[src/rtl/hkrb_pkg.sv]
// hkrb_pkg: shared types, constants and key classification for the keyboard report builder
`default_nettype none

package hkrb_pkg;

    // widest report the output carries
    localparam int SLOT_MAX = 6;

    // usage code boundaries
    localparam logic [7:0] MEDIA_FIRST   = 8'hF0;
    localparam logic [7:0] MOD_FIRST     = 8'hE0;
    localparam logic [7:0] MOD_LAST      = 8'hE7;
    localparam logic [7:0] REGULAR_FIRST = 8'h01;
    localparam logic [7:0] REGULAR_LAST  = 8'h65;

    // input item kinds carried on tuser
    localparam logic FUNC_KEY      = 1'b0;
    localparam logic FUNC_END_SCAN = 1'b1;

    typedef enum logic [1:0] {
        CLASS_NONE,
        CLASS_MEDIA,
        CLASS_MODIFIER,
        CLASS_REGULAR
    } key_class_t;

    // report layout, modifier bits in the lowest byte
    typedef struct packed {
        logic [SLOT_MAX-1:0][7:0] slots;
        logic [15:0]              media;
        logic [7:0]               modifier;
    } report_t;

    localparam int REPORT_W = $bits(report_t);

    // command from the input stage to the accumulator
    typedef struct packed {
        logic       take_key;
        logic       emit;
        logic [7:0] code;
    } acc_cmd_t;

    // sort a usage code into its group
    function automatic key_class_t classify(input logic [7:0] code);
        key_class_t cls;
        cls = CLASS_NONE;
        if (code >= MEDIA_FIRST)
            cls = CLASS_MEDIA;
        else if (code >= MOD_FIRST && code <= MOD_LAST)
            cls = CLASS_MODIFIER;
        else if (code >= REGULAR_FIRST && code <= REGULAR_LAST)
            cls = CLASS_REGULAR;
        return cls;
    endfunction

endpackage

`default_nettype wire

[src/rtl/hid_keyboard_report_builder_unit.sv]
// hid_keyboard_report_builder_unit: top level of the keyboard report builder
`default_nettype none

// Collects the HID usage codes of one matrix scan and sends one keyboard report per
// scan. Each input transfer is a key code (tuser 0) or an end of scan (tuser 1).
// Media codes 0xF0-0xFF set media bits, 0xE0-0xE7 set modifier bits, 0x01-0x65 fill
// up to KEY_SLOTS key slots in arrival order (extras dropped), all other codes are
// ignored. An end-of-scan transfer yields one 72-bit report and clears the state.
// One item is accepted every cycle unless stalled; the input register feeds the
// accumulator, and the report is captured in the output register as the end-of-scan
// item leaves the input register. Only an end-of-scan item held behind a report not
// yet taken on the master side stalls the slave side.
module hid_keyboard_report_builder_unit #(
    parameter int KEY_SLOTS = 6
) (
    input  logic                         clk,
    input  logic                         rst_n,
    input  logic                         s_tvalid,
    output logic                         s_tready,
    input  logic [7:0]                   s_tdata,   // key_code
    input  logic [0:0]                   s_tuser,   // func
    output logic                         m_tvalid,
    input  logic                         m_tready,
    // modifier_bits, media_bits, key_slot_0 .. key_slot_5
    output logic [hkrb_pkg::REPORT_W-1:0] m_tdata
);
    import hkrb_pkg::*;

    logic       in_valid_reg, in_valid_next;
    logic       in_func_reg;
    logic [7:0] in_code_reg;
    logic       out_valid_reg, out_valid_next;
    report_t    out_reg;
    report_t    report;
    acc_cmd_t   cmd;
    logic       stall;
    logic       advance;
    logic       in_take;

    // an end of scan waits only while the previous report is still held
    assign stall    = in_valid_reg && (in_func_reg == FUNC_END_SCAN)
                      && out_valid_reg && !m_tready;
    assign advance  = in_valid_reg && !stall;
    assign s_tready = !stall;
    assign in_take  = s_tvalid && s_tready;

    assign cmd.take_key = advance && (in_func_reg == FUNC_KEY);
    assign cmd.emit     = advance && (in_func_reg == FUNC_END_SCAN);
    assign cmd.code     = in_code_reg;

    // handshake state
    always_comb
    begin
        in_valid_next = stall ? in_valid_reg : s_tvalid;
        priority if (cmd.emit)
            out_valid_next = 1'b1;
        else if (m_tready)
            out_valid_next = 1'b0;
        else
            out_valid_next = out_valid_reg;
    end

    always_ff @(posedge clk or negedge rst_n)
    begin
        if (!rst_n)
        begin
            in_valid_reg  <= 1'b0;
            out_valid_reg <= 1'b0;
        end
        else
        begin
            in_valid_reg  <= in_valid_next;
            out_valid_reg <= out_valid_next;
        end
    end

    // input register payload
    always_ff @(posedge clk)
    begin
        if (in_take)
        begin
            in_func_reg <= s_tuser[0];
            in_code_reg <= s_tdata;
        end
    end

    // accumulators
    hkrb_report_acc #(
        .KEY_SLOTS(KEY_SLOTS)
    ) u_acc (
        .clk   (clk),
        .rst_n (rst_n),
        .cmd   (cmd),
        .report(report)
    );

    // output register payload
    always_ff @(posedge clk)
    begin
        if (cmd.emit)
            out_reg <= report;
    end

    assign m_tvalid = out_valid_reg;
    assign m_tdata  = out_reg;

    // the slave side stalls only behind a held report
    a_stall_cause: assert property (@(posedge clk) disable iff (!rst_n)
        !s_tready |-> (in_valid_reg && (in_func_reg == FUNC_END_SCAN)
                       && out_valid_reg && !m_tready))
        else $error("slave side stalled without cause");

    // an emitted scan shows up on the master side
    a_emit_shows: assert property (@(posedge clk) disable iff (!rst_n)
        cmd.emit |=> m_tvalid)
        else $error("report not presented after end of scan");

    // key items never raise a report
    a_no_spurious: assert property (@(posedge clk) disable iff (!rst_n)
        (!out_valid_reg && !cmd.emit) |=> !m_tvalid)
        else $error("report raised without end of scan");

endmodule

`default_nettype wire

[src/rtl/hkrb_report_acc.sv]
// hkrb_report_acc: modifier, media and key slot accumulators for one scan
`default_nettype none

module hkrb_report_acc #(
    parameter int KEY_SLOTS = 6
) (
    input  logic               clk,
    input  logic               rst_n,
    input  hkrb_pkg::acc_cmd_t cmd,
    output hkrb_pkg::report_t  report
);
    import hkrb_pkg::*;

    localparam int CW = $clog2(KEY_SLOTS + 1);

    logic [7:0]               modifier_reg, modifier_next;
    logic [15:0]              media_reg, media_next;
    logic [KEY_SLOTS-1:0][7:0] slot_reg, slot_next;
    logic [CW-1:0]            count_reg, count_next;
    key_class_t               cls;
    logic                     slots_full;

    assign cls        = classify(cmd.code);
    assign slots_full = (count_reg == CW'(KEY_SLOTS));

    // next state of the accumulators
    always_comb
    begin
        modifier_next = modifier_reg;
        media_next    = media_reg;
        slot_next     = slot_reg;
        count_next    = count_reg;
        if (cmd.emit)
        begin
            modifier_next = '0;
            media_next    = '0;
            count_next    = '0;
        end
        else if (cmd.take_key)
        begin
            unique case (cls)
                CLASS_MEDIA:
                    media_next = media_reg | (16'd1 << cmd.code[3:0]);
                CLASS_MODIFIER:
                    modifier_next = modifier_reg | (8'd1 << cmd.code[2:0]);
                CLASS_REGULAR:
                begin
                    if (!slots_full)
                    begin
                        for (int i = 0; i < KEY_SLOTS; i++)
                        begin
                            if (count_reg == CW'(i))
                                slot_next[i] = cmd.code;
                        end
                        count_next = count_reg + CW'(1);
                    end
                end
                CLASS_NONE:
                    ;
                default:
                    ;
            endcase
        end
    end

    // control state and masks
    always_ff @(posedge clk or negedge rst_n)
    begin
        if (!rst_n)
        begin
            modifier_reg <= '0;
            media_reg    <= '0;
            count_reg    <= '0;
        end
        else
        begin
            modifier_reg <= modifier_next;
            media_reg    <= media_next;
            count_reg    <= count_next;
        end
    end

    // slot payload, only read below the fill count
    always_ff @(posedge clk)
    begin
        slot_reg <= slot_next;
    end

    // report view: slots at or above the fill count read as zero
    always_comb
    begin
        report.modifier = modifier_reg;
        report.media    = media_reg;
        report.slots    = '0;
        for (int i = 0; i < KEY_SLOTS; i++)
        begin
            if (CW'(i) < count_reg)
                report.slots[i] = slot_reg[i];
        end
    end

    // fill count never passes the slot limit
    a_count_bound: assert property (@(posedge clk) disable iff (!rst_n)
        count_reg <= CW'(KEY_SLOTS))
        else $error("slot count beyond limit");

    // an emitted scan leaves everything clear
    a_emit_clears: assert property (@(posedge clk) disable iff (!rst_n)
        cmd.emit |=> (count_reg == '0) && (modifier_reg == '0) && (media_reg == '0))
        else $error("state not cleared after end of scan");

    // a full slot store drops further regular codes
    a_full_holds: assert property (@(posedge clk) disable iff (!rst_n)
        (slots_full && !cmd.emit) |=> slots_full)
        else $error("slot count moved while full");

endmodule

`default_nettype wire
[config.mk]
export PLATFORM = sky130hd
export DESIGN_NAME = hid_keyboard_report_builder_unit
export DESIGN_NICKNAME = d
export VERILOG_FILES = /design/src/rtl/hkrb_pkg.sv /design/src/rtl/hid_keyboard_report_builder_unit.sv /design/src/rtl/hkrb_report_acc.sv
export SDC_FILE = /design/constraint.sdc
export NUM_CORES = 1
export LEC_CHECK = 0
export BUFFER_PORTS_ARGS = -buffer_cell sky130_fd_sc_hd__buf_2
export CORE_MARGIN = 2
export CORE_UTILIZATION = 60
export CTS_CLUSTER_DIAMETER = 120
export DETAILED_ROUTE_END_ITERATION = 8
export GPL_TIMING_DRIVEN = 0
export PLACE_DENSITY = 0.9
export SLEW_MARGIN = 0
export SYNTH_ARGS = -nofsm -noshare
export SYNTH_HDL_FRONTEND = slang
export SYNTH_SLANG_ARGS = --single-unit
[constraint.sdc]
create_clock -name clk -period 6.14 [get_ports clk]
set_clock_uncertainty 0.2 [all_clocks]
set_input_delay 0.614 -clock clk [delete_from_list [all_inputs] [get_ports clk]]
set_output_delay 0.614 -clock clk [all_outputs]
set_load 0.03 [all_outputs]
# Yosys cells after proc, flatten, opt, wreduce, memory -nomap -nowiden
# Index checks and enable logic that the tools add are counted.
[totals]
wordCells = 91
out_inout_bits = 74
register_bits = 158
[op_classes]
reduce_logical = 26
bitwise_logic = 5
n_lt_le_gt_ge = 11
n_mux = 15
shift = 2
eq_ne = 10
add_sub_neg = 1
[op_table]
columns = ["op", "n"]
rows = [
  ["16-bit two-way mux", 3],
  ["5-bit AND reduction", 6],
  ["8-bit two-way mux", 3],
  ["8-bit >= comparator, second input constant", 2],
  ["16-bit OR", 1],
  ["1-bit by 4-bit << shifter with 16-bit output, first input constant", 1],
  ["3-bit two-way mux", 4],
  ["2-bit nonzero test", 5],
  ["3-bit equality test, second input constant", 3],
  ["1-bit logical AND", 9],
  ["8-bit by 1-bit >= comparator with 1-bit output, second input constant", 1],
  ["8-bit by 7-bit <= comparator with 1-bit output, second input constant", 1],
  ["8-bit <= comparator, second input constant", 1],
  ["8-bit OR", 1],
  ["1-bit by 3-bit << shifter with 8-bit output, first input constant", 1],
  ["3-bit by 2-bit equality test with 1-bit output, second input constant", 2],
  ["1-bit by 3-bit less-than comparator with 1-bit output, first input constant", 2],
  ["2-bit by 3-bit less-than comparator with 1-bit output, first input constant", 2],
  ["3-bit less-than comparator, first input constant", 2],
  ["2-bit two-way mux", 3],
  ["2-bit equality test, second input constant", 2],
  ["2-bit AND reduction", 2],
  ["3-bit by 1-bit adder with 3-bit output, second input constant", 1],
  ["3-bit by 1-bit equality test with 1-bit output, second input constant", 1],
  ["7 further kinds", 11],
]

# Longest topological paths before layout
# Gate-level depths: netlist of run 1.
[depth]
depth_word = 9
depth_mapped = 6

# Modules after synthesis
# Synthesis of run 1 repeated with hierarchy kept, for this count alone.
[hier_totals]
hier_cells = 320
area_unflattened_um2 = 5556.6
[by_module_without_submodules]
columns = ["module", "area_per_inst_um2", "seq_area_each_um2", "n_inst", "cells_per_inst"]
rows = [
  ["hkrb_report_acc", 3005.4, 2117.0, 1, 228],
  ["hid_keyboard_report_builder_unit", 2551.2, 2482.4, 1, 92],
]

# Worst setup path before layout of run 1
# No wires, ideal clock.
[synth_path]
kind = "input-to-reg"
from = "input m_tready"
to = "register out_reg (netlist bit m_tdata[0]) (enable)"
stages = 5
required_ns = 5.475
setup_ns = 0.465
arrival_ns = 3.444
slack_ns = 2.032
n_path_buf = 2
path_cell_list = "nand2b_1 nand3_1 inv_1 clkbuf_1 clkbuf_1"
[synth_rtl]
columns = ["item", "line_no", "source"]
rows = [
  ["start: declaration", "hid_keyboard_report_builder_unit.sv:23", "input logic m_tready,"],
  ["end signal: assignment", "hid_keyboard_report_builder_unit.sv:101", "out_reg <= report;"],
  ["end: declaration", "hid_keyboard_report_builder_unit.sv:33", "report_t out_reg;"],
]

# Worst setup path after layout of run 1
[layout_path]
from = "register in_code_reg[1]"
to = "register u_acc.slot_reg[46] (netlist name) (enable)"
[layout_via]
elab_chain_len = 7
elab_cells_between_ends = 12
classes_between = "order compare: 5; eq/ne: 1; mux: 3; reduce/logical: 3"
[layout_rtl]
columns = ["item", "line_no", "source"]
rows = [
  ["start: declaration", "hid_keyboard_report_builder_unit.sv:31", "logic [7:0] in_code_reg;"],
  ["start signal: assignment", "hid_keyboard_report_builder_unit.sv:83", "in_code_reg <= s_tdata;"],
  ["8-bit by 1-bit >= comparator with 1-bit output or 8-bit by 7-bit <= comparator with 1-bit output (tied branches)", "hkrb_pkg.sv:51", "else if (code >= REGULAR_FIRST && code <= REGULAR_LAST)"],
  ["1-bit logical AND", "hkrb_pkg.sv:51", ""],
  ["2-bit two-way mux", "hkrb_pkg.sv:51", ""],
  ["2-bit two-way mux", "hkrb_pkg.sv:49", "else if (code >= MOD_FIRST && code <= MOD_LAST)"],
  ["2-bit two-way mux *", "hkrb_pkg.sv:47", "if (code >= MEDIA_FIRST)"],
  ["2-bit equality test *", "hkrb_report_acc.sv:41", "unique case (cls)"],
  ["5-bit AND reduction (no source line) *", "--", ""],
  ["end signal: assignment", "hkrb_report_acc.sv:86", "slot_reg <= slot_next;"],
  ["end: declaration", "hkrb_report_acc.sv:18", "logic [KEY_SLOTS-1:0][7:0] slot_reg, slot_next;"],
]
# Every way passes the cells marked *; elsewhere a longest branch is shown, timed or not.
# A chain may end at the register's enable or synchronous reset.

==> results of run 1 <==
[metrics by stage]
step | cell area, sq um | setup slack [ps]
after detailed placement | 6172 | 2783
after global routing | 6731 | 3006
final | 6731 | 3133
after CTS | 6725 | 2700
after global placement | 6141 | 968.7
after floorplan | 5572 | 2032
[layout by cell type, fill, tap and decap left out, types with 2 or more instances in the layout]
| cell type | n |
|---|---|
| edfxtp_1 | 129 |
| buf_2 | 87 |
| dfrtp_1 | 29 |
| nor2b_1 | 27 |
| nor2_1 | 21 |
| and2_1 | 20 |
| clkbuf_16 | 16 |
| nand2_1 | 14 |
| and3_1 | 12 |
| a21oi_1 | 12 |
| clkbuf_1 | 8 |
| nand3_1 | 5 |
| inv_1 | 5 |
| a31oi_1 | 5 |
| nor4_1 | 3 |
| ha_1 | 3 |
| clkinvlp_4 | 3 |
| nand2b_1 | 2 |
| nor3_1 | 2 |
| and4b_1 | 2 |
| o21ai_1 | 2 |
| a22o_1 | 2 |
| o21ai_0 | 2 |
| clkinv_1 | 2 |
| bufinv_16 | 2 |
| clkinv_2 | 2 |
[power by group through the flow]
stage | combinational, uW | sequential (uW) | clock, uW
floorplan | 67.9 | 1310 | 0
CTS | 183 | 1240 | 966
finish | 183 | 1240 | 954
detailed placement | 181 | 1260 | 0
global route | 199 | 1240 | 1010
global placement | 169 | 1260 | 0
[area by class of cell]
| class | count | area, sq um |
|---|---|---|
| well taps | 111 | 138.9 |
| multi-input cells | 151 | 920.9 |
| flip-flops and latches | 158 | 4599 |
| plain buffers | 8 | 42.54 |
| clock inverters | 11 | 117.6 |
| inverters | 5 | 18.77 |
| fillers | 531 | 2377 |
| repair buffers | 88 | 467.9 |
| clock buffers | 20 | 425.4 |
[worst max-delay path, cell delays in order (launching register included)]
cell and delay (ps):
edfxtp_1 570, buf_6 230, a211o_1 320, a221oi_4 430
nand3b_1 210, nor4_2 670
[kinds of logic after synthesis]
logic type / synth area share [%]
AO/OA/AOI/OAI: 3.841
flip-flops: 82.55
adder cells (fa/ha/maj): 0.6738
AND/OR/NAND/NOR: 11.72
buffers and inverters: 1.033
multiplexers: 0.1797
[routing by layer]
metal,wire length [um],track usage (%),part of all wire [%],vias to the layer above
li1,-,-,-,1415
met1,4043,27.04,39,1491
met2,5309,34.74,52,155
met3,744,5.153,7.3,10
met4,141,8.219,1.4,0
met5,0,0,0,-
[cell usage after synthesis (all sizes together)]
master,n
a211o,1
a211oi,1
a21oi,12
a221oi,1
a22o,2
a31o,1
a31oi,5
a32o,1
a41oi,1
and2,20
and2b,1
and3,12
and4,1
and4b,2
buf,2
clkbuf,6
dfrtp,29
edfxtp,129
ha,3
inv,5
mux2i,1
nand2,14
nand2b,2
nand3,5
nand3b,1
nand4b,1
nor2,21
nor2b,27
nor3,3
nor4,4
nor4b,1
o21a,1
o21ai,4
o31ai,1
or3b,1
[final timing paths]
kind | slack (ps) | depth (start not counted) | startpoint | end
setup / recovery | 3130 | 5 | in_code_reg[1] | u_acc.slot_reg[46]
hold / removal | 80 | 1 | s_tdata[1] | in_code_reg[1]
hold reg to reg | 240 | 0 | u_acc.media_reg[11] | m_tdata[19]
min in group asynchronous | 480 | 2 | rst_n | u_acc.modifier_reg[1]
max in group asynchronous | 4830 | 2 | rst_n | u_acc.count_reg[1]
setup reg to reg | 3130 | 5 | in_code_reg[1] | u_acc.slot_reg[46]
[timing repair]
item / in CTS / in global routing
setup endpoints to repair: 0 / 0
endpoints found under the hold margin: 29 / 0
hold buffers: 1 / 0
==> results.py, run 1 <==
metrics = {
    "sta": {
        "finalSetupViolations": 0,
        "tns_ps": 0,
        "finalHoldWorstSlack_ps": 78.20,
        "worst_pin_slew_ps": 840.7,
        "max_slew_margin_pct": 43.48,
        "hold_viol_final": 0,
        "rsz0062_at_grt": "false",
        "report.final.slew_viol_count": 0,
        "fmax_ghz": 0.3326,
        "finalCriticalPeriod_ps": 3007,
        "period_share_pct": 48.97,
    },
    "power": {
        "p_leak_uw": 0.002658,
        "power.internal_uw": 1831,
        "p_seq_share_pct": 52.2,
        "p_clk_share_pct": 40.1,
        "p_sw_share_pct": 22.96,
        "power_switching_uw": 545.7,
        "power_uw": 2377,
        "pwr-share-comb_pct": 7.7,
        "ir_worst_vdd_v": 0.0002019,
        "power_density_nw_per_um2": 353.1,
    },
    "floorplanning": {
        "initial_core_util_pct": 61.17,
        "dieHeight_um": 100.4,
        "io_pins": 87,
        "dieArea_sq_um": 10070,
        "fp.dieW_um": 100.4,
        "design.core.area_sq_um": 9109,
        "rows": 35,
    },
    "logic_synthesis": {
        "ys.warnings.count": 0,
        "post_synth.cell_area_avg_sq_um": 17.30,
        "synth_area_leaders": "edfxtp_1, dfrtp_1, nor2b_1, and2_1, nor2_1",
        "synth_area_sq_um": 5572,
        "syn_inst": 322,
        "synth_cell_types": 38,
        "synth-seq-cells": 158,
        "ys_seq_area_share_pct": 82.55,
        "synth_fp_nets": 338,
        "synth_top_area_share_pct": 69.53,
        "synth_top_area_cell": "edfxtp_1",
    },
    "final_layout": {
        "stdcell_count": 552,
        "diodes": 0,
        "drive_gt1_share_pct": 26.98,
        "nets": 445,
        "syn_to_final_growth_pct": 20.82,
        "fin_util_pct": 73.90,
        "largest_reg_flops": 72,
    },
    "worst_setup_path": {
        "critical_path_class": "flip-flop to flip-flop",
        "cp-end-kind": "flip-flop",
        "cp.arrival_ps": 2950,
        "cp_max_fo": 10,
        "start_kind": "flip-flop",
        "crit_required_ps": 6080,
    },
    "clocking": {
        "cts_tree": "built",
        "clk_latency_ps": 510,
        "post-cts-setup-buffers": 0,
        "ctsHtreeMaxLevel": 4,
        "cts.reportedPaths.clkPinSlew_ps": 60,
        "numCtsBuffers": 17,
        "cts_buffer_depth": 2,
        "cts_resized": 0,
        "clock-root-buffer": "clkbuf_8",
        "cts.sinks": 158,
    },
    "global_route": {
        "overflow": 0,
        "antenna_found_initial": 0,
        "grt_max_degree": 54,
        "grt_pass1_wl_um": 15230,
        "grt_util_all_layers_pct": 20.95,
        "grt_pass1_vias": 2975,
    },
    "route": {
        "wl_per_cell_um": 18.55,
        "postRouteWirelength_um": 10240,
        "drc": 0,
        "dr.pass1.iters": 4,
        "vias": 3071,
        "viasPerCell": 5.563,
        "drtIter0Drc": 277,
        "antenna_left": 0,
    },
    "status": {
        "status": "finished clean",
    },
    "job": {
        "drv_cap": 0,
    },
    "placed_design": {
        "dp_hpwl_um": 6421,
        "portBuffers": 86,
        "placed_cells": 520,
        "gp_congestion": 0.7697,
    },
    "hold_path": {
        "min_path_type": "input port to flip-flop",
    },
}
No activity file was read; power rests on OpenSTA's default activity.
==> run 2, diff against run 1 <==
--- a/config.mk
+++ b/config.mk
@@ -7,11 +7,11 @@
 export LEC_CHECK = 0
 export BUFFER_PORTS_ARGS = -buffer_cell sky130_fd_sc_hd__buf_2
 export CORE_MARGIN = 2
-export CORE_UTILIZATION = 60
+export CORE_UTILIZATION = 50
 export CTS_CLUSTER_DIAMETER = 120
 export DETAILED_ROUTE_END_ITERATION = 8
 export GPL_TIMING_DRIVEN = 0
-export PLACE_DENSITY = 0.9
+export PLACE_DENSITY = 0.8
 export SLEW_MARGIN = 0
 export SYNTH_ARGS = -nofsm -noshare
 export SYNTH_HDL_FRONTEND = slang
==> constraint.sdc (replaced) <==
create_clock -name clk -period 2.6 [get_ports clk]
set_clock_uncertainty 0.2 [all_clocks]
set_input_delay 0.26 -clock clk [delete_from_list [all_inputs] [get_ports clk]]
set_output_delay 0.26 -clock clk [all_outputs]
set_load 0.03 [all_outputs]
==> run 2 against run 1 <==
Against the previous run:
- utilization fell by 9.7 points
- cell count increased by 9.4%
- worst setup slack got worse by 3000 ps
- register-to-register slack worse by 3000 ps
- clock-buffer cell count rose by 2
- sequential share of layout area fell by 2.3 points
- critical path depth stayed put
- sequential power is 140% higher
- hold slack better by 38 ps
- sequential cell count is the same
- power up 130%
- fmax increased by 21%
- critical endpoint is now u_acc.slot_reg[10]
- largest cell class unchanged
- largest power group unchanged
- highest routed layer unchanged
==> results.py, run 2 (synthesis results as in run 1) <==
metrics = {
    "status": {
        "status": "finished clean",
    },
    "route": {
        "dr.pass1.iters": 4,
        "wl_per_cell_um": 16.22,
        "drtIter0Drc": 186,
        "postRouteWirelength_um": 9794,
        "viasPerCell": 5.035,
        "drc": 0,
        "vias": 3041,
        "antenna_left": 0,
    },
    "power": {
        "p_clk_share_pct": 38.8,
        "pwr-share-comb_pct": 8.4,
        "power_switching_uw": 1291,
        "power.internal_uw": 4233,
        "p_seq_share_pct": 52.8,
        "p_sw_share_pct": 23.37,
        "power_density_nw_per_um2": 793.4,
        "ir_worst_vdd_v": 0.0003722,
        "p_leak_uw": 0.002760,
    },
    "clocking": {
        "cts.reportedPaths.clkPinSlew_ps": 60,
        "cts_tree": "built",
        "clk_latency_ps": 520,
        "cts.sinks": 158,
        "clock-root-buffer": "clkbuf_8",
        "ctsHtreeMaxLevel": 4,
        "numCtsBuffers": 17,
        "cts_buffer_depth": 2,
    },
    "global_route": {
        "grt_pass1_wl_um": 15130,
        "grt_util_all_layers_pct": 17.64,
        "antenna_found_initial": 0,
        "grt_max_degree": 82,
        "grt_pass1_vias": 2893,
        "overflow": 0,
    },
    "final_layout": {
        "fin_util_pct": 64.23,
        "syn_to_final_growth_pct": 24.97,
        "fill_cells": 771,
        "diodes": 0,
        "nets": 467,
        "final_cell_mix": "edfxtp_1, buf_2, dfrtp_1",
        "drive_gt1_share_pct": 28.88,
        "fin_area_sq_um": 6963,
        "largest_reg_flops": 72,
        "final_common_cell": "edfxtp_1",
    },
    "sta": {
        "finalSetupViolations": 0,
        "max_slew_margin_pct": 48.59,
        "worst_pin_slew_ps": 765.2,
        "finalCriticalPeriod_ps": 2476,
        "period_share_pct": 95.25,
        "hold_viol_final": 0,
        "fmax_ghz": 0.4038,
        "report.final.slew_viol_count": 0,
    },
    "worst_setup_path": {
        "cp.arrival_ps": 2460,
        "cp-end-kind": "flip-flop",
        "reg2reg_depth": 5,
        "critical_path_class": "flip-flop to flip-flop",
        "cp_max_fo": 10,
        "crit_required_ps": 2580,
        "start_kind": "flip-flop",
    },
    "placed_design": {
        "dp_hpwl_um": 6113,
        "postPlaceCellArea_sq_um": 6187,
        "portBuffers": 86,
        "gp_congestion": 0.8179,
    },
    "floorplanning": {
        "io_pins": 87,
        "dieHeight_um": 109.6,
        "rows": 38,
        "initial_core_util_pct": 51.40,
        "fp.dieW_um": 109.6,
        "design.core.area_sq_um": 10840,
        "dieArea_sq_um": 12000,
    },
    "job": {
        "drv_cap": 0,
    },
    "hold_path": {
        "min_path_type": "input port to async pin",
    },
}
-- run 2: cell types whose count changed in the layout (fill, tap and decap cells not counted), sizes merged --
cell | previous run | this run
buf | 89 | 100
bufinv | 2 | 0
clkbuf | 26 | 27
clkinv | 5 | 6
dlygate4sd3 | 1 | 13
-- run 2: final timing paths --
check                                           end  slack [ps]                  start
worst max-delay path             u_acc.slot_reg[10]         120         in_code_reg[2]
worst min-delay path            u_acc.media_reg[10]         120                  rst_n
worst max register to register   u_acc.slot_reg[10]         120         in_code_reg[2]
worst min register to register           m_tdata[7]         240  u_acc.modifier_reg[7]
max in group asynchronous                  m_tvalid        1650                  rst_n
min in group clk                         m_tdata[7]         240  u_acc.modifier_reg[7]
-- run 2: stage by stage --
| stage | hold slack [ps] | TNS [ps] | power, uW | setup slack [ps] | cells |
|---|---|---|---|---|---|
| after CTS | 117.3 | 0 | 5577 | 12.30 | 599 |
| after floorplan | -235.6 | 0 | 3242 | 80.57 | 322 |
| after global placement | 126.0 | -23410 | 3381 | -267.5 | 548 |
| final | 116.2 | 0 | 5524 | 123.6 | 604 |
| after detailed placement | 130.5 | -30000 | 3399 | -315.8 | 548 |
| after global routing | 188.7 | -57.58 | 5741 | -9.257 | 604 |
-- run 2: timing repair --
action / CTS / global route
resized for setup: 4 / 1
setup buffers: 6 / 6
setup endpoints to repair: 129 / 120
hold buffers: 13 / 0
pin swaps: 1 / 3
hold endpoints to repair: 40 / 0
-- run 2: routing by layer --
layer	vias up	track usage, %	part of all wire, %
li1	1461	-	-
met1	1475	22.61	44
met2	88	28.17	49
met3	17	4.979	4.6
met4	0	7.957	1.8
met5	-	0	0
-- run 2: critical path, stage by stage, from the launching register on --
cell,delay (ps)
edfxtp_1,410
buf_2,210
a211o_1,310
a221oi_4,360
and2b_1,210
and4_1,440
-- run 2: layout make-up --
type | instances | area (sq um) | area share, %
tap | 140 | 175.2 | 2.516
inverter | 5 | 18.77 | 0.2695
clock buffer | 22 | 462.9 | 6.649
timing repair buffer | 111 | 654.4 | 9.398
multi-input combinational | 151 | 932.1 | 13.39
buffer | 7 | 56.30 | 0.8086
clock inverter | 10 | 63.81 | 0.9164
sequential | 158 | 4599 | 66.06
-- run 2: power by group through the flow --
stage | Sequential (uW) | Combinational (uW) | Clock, uW
2_1_floorplan | 3080 | 163 | 0
3_3_place_gp | 2980 | 403 | 0
3_5_place_dp | 2980 | 416 | 0
4_1_cts | 2920 | 457 | 2200
5_1_grt | 2930 | 506 | 2310
6_report | 2920 | 461 | 2150
==> run 3, diff against run 2 <==
--- a/config.mk
+++ b/config.mk
@@ -5,13 +5,14 @@
 export SDC_FILE = /design/constraint.sdc
 export NUM_CORES = 1
 export LEC_CHECK = 0
+export ABC_CLOCK_PERIOD_IN_PS = 2600
 export BUFFER_PORTS_ARGS = -buffer_cell sky130_fd_sc_hd__buf_2
 export CORE_MARGIN = 2
-export CORE_UTILIZATION = 50
+export CORE_UTILIZATION = 45
 export CTS_CLUSTER_DIAMETER = 120
 export DETAILED_ROUTE_END_ITERATION = 8
 export GPL_TIMING_DRIVEN = 0
-export PLACE_DENSITY = 0.8
+export PLACE_DENSITY = 0.74
 export SLEW_MARGIN = 0
 export SYNTH_ARGS = -nofsm -noshare
 export SYNTH_HDL_FRONTEND = slang
==> run 3 against run 2 <==
Against the previous run:
- first-iteration DRC count increased by 16%
- non-clock buffer count decreased by 1
- critical path type unchanged
- sequential cell count stayed put
- global-route usage decreased by 1.5 points
- critical path depth grew 1
- cell count is 4.5% higher
==> results.py, run 3 (synthesis results as in run 1) <==
metrics = {
    "status": {
        "status": "finished clean",
    },
    "global_route": {
        "grt_max_degree": 82,
        "overflow": 0,
        "grt_pass1_vias": 3021,
        "grt_pass1_wl_um": 15470,
        "grt_util_all_layers_pct": 16.10,
        "antenna_found_initial": 0,
    },
    "final_layout": {
        "final_cell_mix": "edfxtp_1, buf_2, dfrtp_1",
        "final_common_cell": "edfxtp_1",
        "fin_util_pct": 58.43,
        "ff_latch_area_sq_um": 4599,
        "fin_area_sq_um": 7048,
        "largest_reg_flops": 72,
        "drive_gt1_share_pct": 29.16,
        "multi_input_area_sq_um": 933.4,
        "syn_to_final_growth_pct": 26.50,
        "diodes": 0,
        "fill_cells": 933,
        "nets": 466,
    },
    "worst_setup_path": {
        "cp_slowest_cell": "edfxtp_1",
        "timing.rr.end": "u_acc.slot_reg[40]",
        "crit_required_ps": 2530,
        "r2r_setup_slack_ps": 100,
        "path_buf_inv": 2,
        "cp_max_fo": 10,
        "crit_family": "compound AO/OA/AOI/OAI gates",
        "reg2reg_depth": 6,
        "start_kind": "flip-flop",
        "cp.arrival_ps": 2430,
        "worst_path_largest_cell_delay_ps": 430,
        "cp_cell_sequence": "buf_2, a211o_1, a221oi_4, nand3b_1, nor4_4, buf_4",
        "critical_path_class": "flip-flop to flip-flop",
        "cp-end-kind": "flip-flop",
        "rr_startpoint": "in_code_reg[2]",
    },
    "floorplanning": {
        "rows": 40,
        "io_pins": 87,
        "design.core.area_sq_um": 12060,
        "dieHeight_um": 115.3,
        "initial_core_util_pct": 46.19,
        "dieArea_sq_um": 13290,
        "fp.dieW_um": 115.3,
    },
    "clocking": {
        "clock-root-buffer": "clkbuf_16",
        "ctsHtreeMaxLevel": 4,
        "cts.sinks": 158,
        "numCtsBuffers": 17,
        "cts_tree": "built",
        "cts.reportedPaths.clkPinSlew_ps": 60,
        "cts_buffer_depth": 2,
        "clk_latency_ps": 420,
    },
    "route": {
        "vias": 3117,
        "antenna_left": 0,
        "dr.pass1.iters": 5,
        "viasPerCell": 4.940,
        "wl_per_cell_um": 16.38,
        "postRouteWirelength_um": 10340,
        "drc": 0,
        "drtIter0Drc": 216,
    },
    "placed_design": {
        "postPlaceCellArea_sq_um": 6222,
        "gp_congestion": 0.7609,
        "portBuffers": 86,
        "dp_hpwl_um": 6243,
    },
    "hold_path": {
        "min_path_type": "input port to async pin",
    },
    "sta": {
        "worst_pin_slew_ps": 841.6,
        "finalCriticalPeriod_ps": 2501,
        "finalSetupViolations": 0,
        "fmax_ghz": 0.3998,
        "report.final.slew_viol_count": 0,
        "hold_viol_final": 0,
        "rsz0062_at_grt": "false",
        "max_slew_margin_pct": 43.46,
        "period_share_pct": 96.20,
    },
    "power": {
        "power_density_nw_per_um2": 824.2,
        "ir_worst_vdd_v": 0.0004717,
        "p_leak_uw": 0.002787,
    },
    "job": {
        "drv_cap": 0,
    },
}
-- run 3: cell types whose count changed in the layout (fill, tap and decap cells not counted), sizes merged --
| cell | delta |
|---|---|
| clkinvlp | -1 |
| buf | -1 |
| clkbuf | -1 |
| bufinv | +2 |
-- run 3: metrics by stage --
step / setup TNS [ps] / instances / worst slack [ps] / hold slack, ps / total power, uW
finish: 0 / 631 / 98.79 / 224.7 / 5809
global route: 0 / 631 / 12.94 / 260.1 / 6010
CTS: 0 / 628 / 29.00 / 237.3 / 5844
detailed placement: -34570 / 576 / -359.0 / 127.0 / 3403
global placement: -29420 / 576 / -334.0 / 129.6 / 3384
floorplan: 0 / 322 / 80.57 / -235.6 / 3242
-- run 3: where the power goes --
group,switching [uW],internal (uW),leakage (uW),total (uW)
Clock,940,1490,0.000288,2430
Sequential,57.5,2860,0.00161,2910
Combinational,332,135,0.000887,467
-- run 3: how the worst max path moves through the flow --
stage,to,slack [ps],from,cells past startpoint
finish,u_acc.slot_reg[40],100,in_code_reg[2],6
global route,u_acc.slot_reg[40],10,in_code_reg[2],6
CTS,u_acc.slot_reg[40],30,in_code_reg[2],6
detailed placement,m_tdata[36],-360,m_tready,6
global placement,m_tdata[29],-330,m_tvalid,5
floorplan,u_acc.slot_reg[40],80,in_code_reg[1],5
-- run 3: routing by layer --
metal / part of all wire [%] / global-route usage (%)
met2: 51 / 26.24
met1: 42 / 19.94
met4: 2.4 / 7.631
met5: 0 / 0
met3: 4.0 / 4.692
-- run 3: final cells by class --
type	instances	area share [%]
sequential	158	65.26
multi-input combinational	151	13.24
timing repair buffer	110	9.125
clock buffer	21	6.693
tap	168	2.982
clock inverter	11	1.633
buffer	7	0.7989
inverter	5	0.2663
-- run 3: repair_timing --
action,CTS,global route
buffers inserted,7,4
gates resized for setup,5,0
endpoints found under the hold margin,40,0
pin swaps,1,2
hold buffers,13,0
endpoints found under the setup margin,129,104
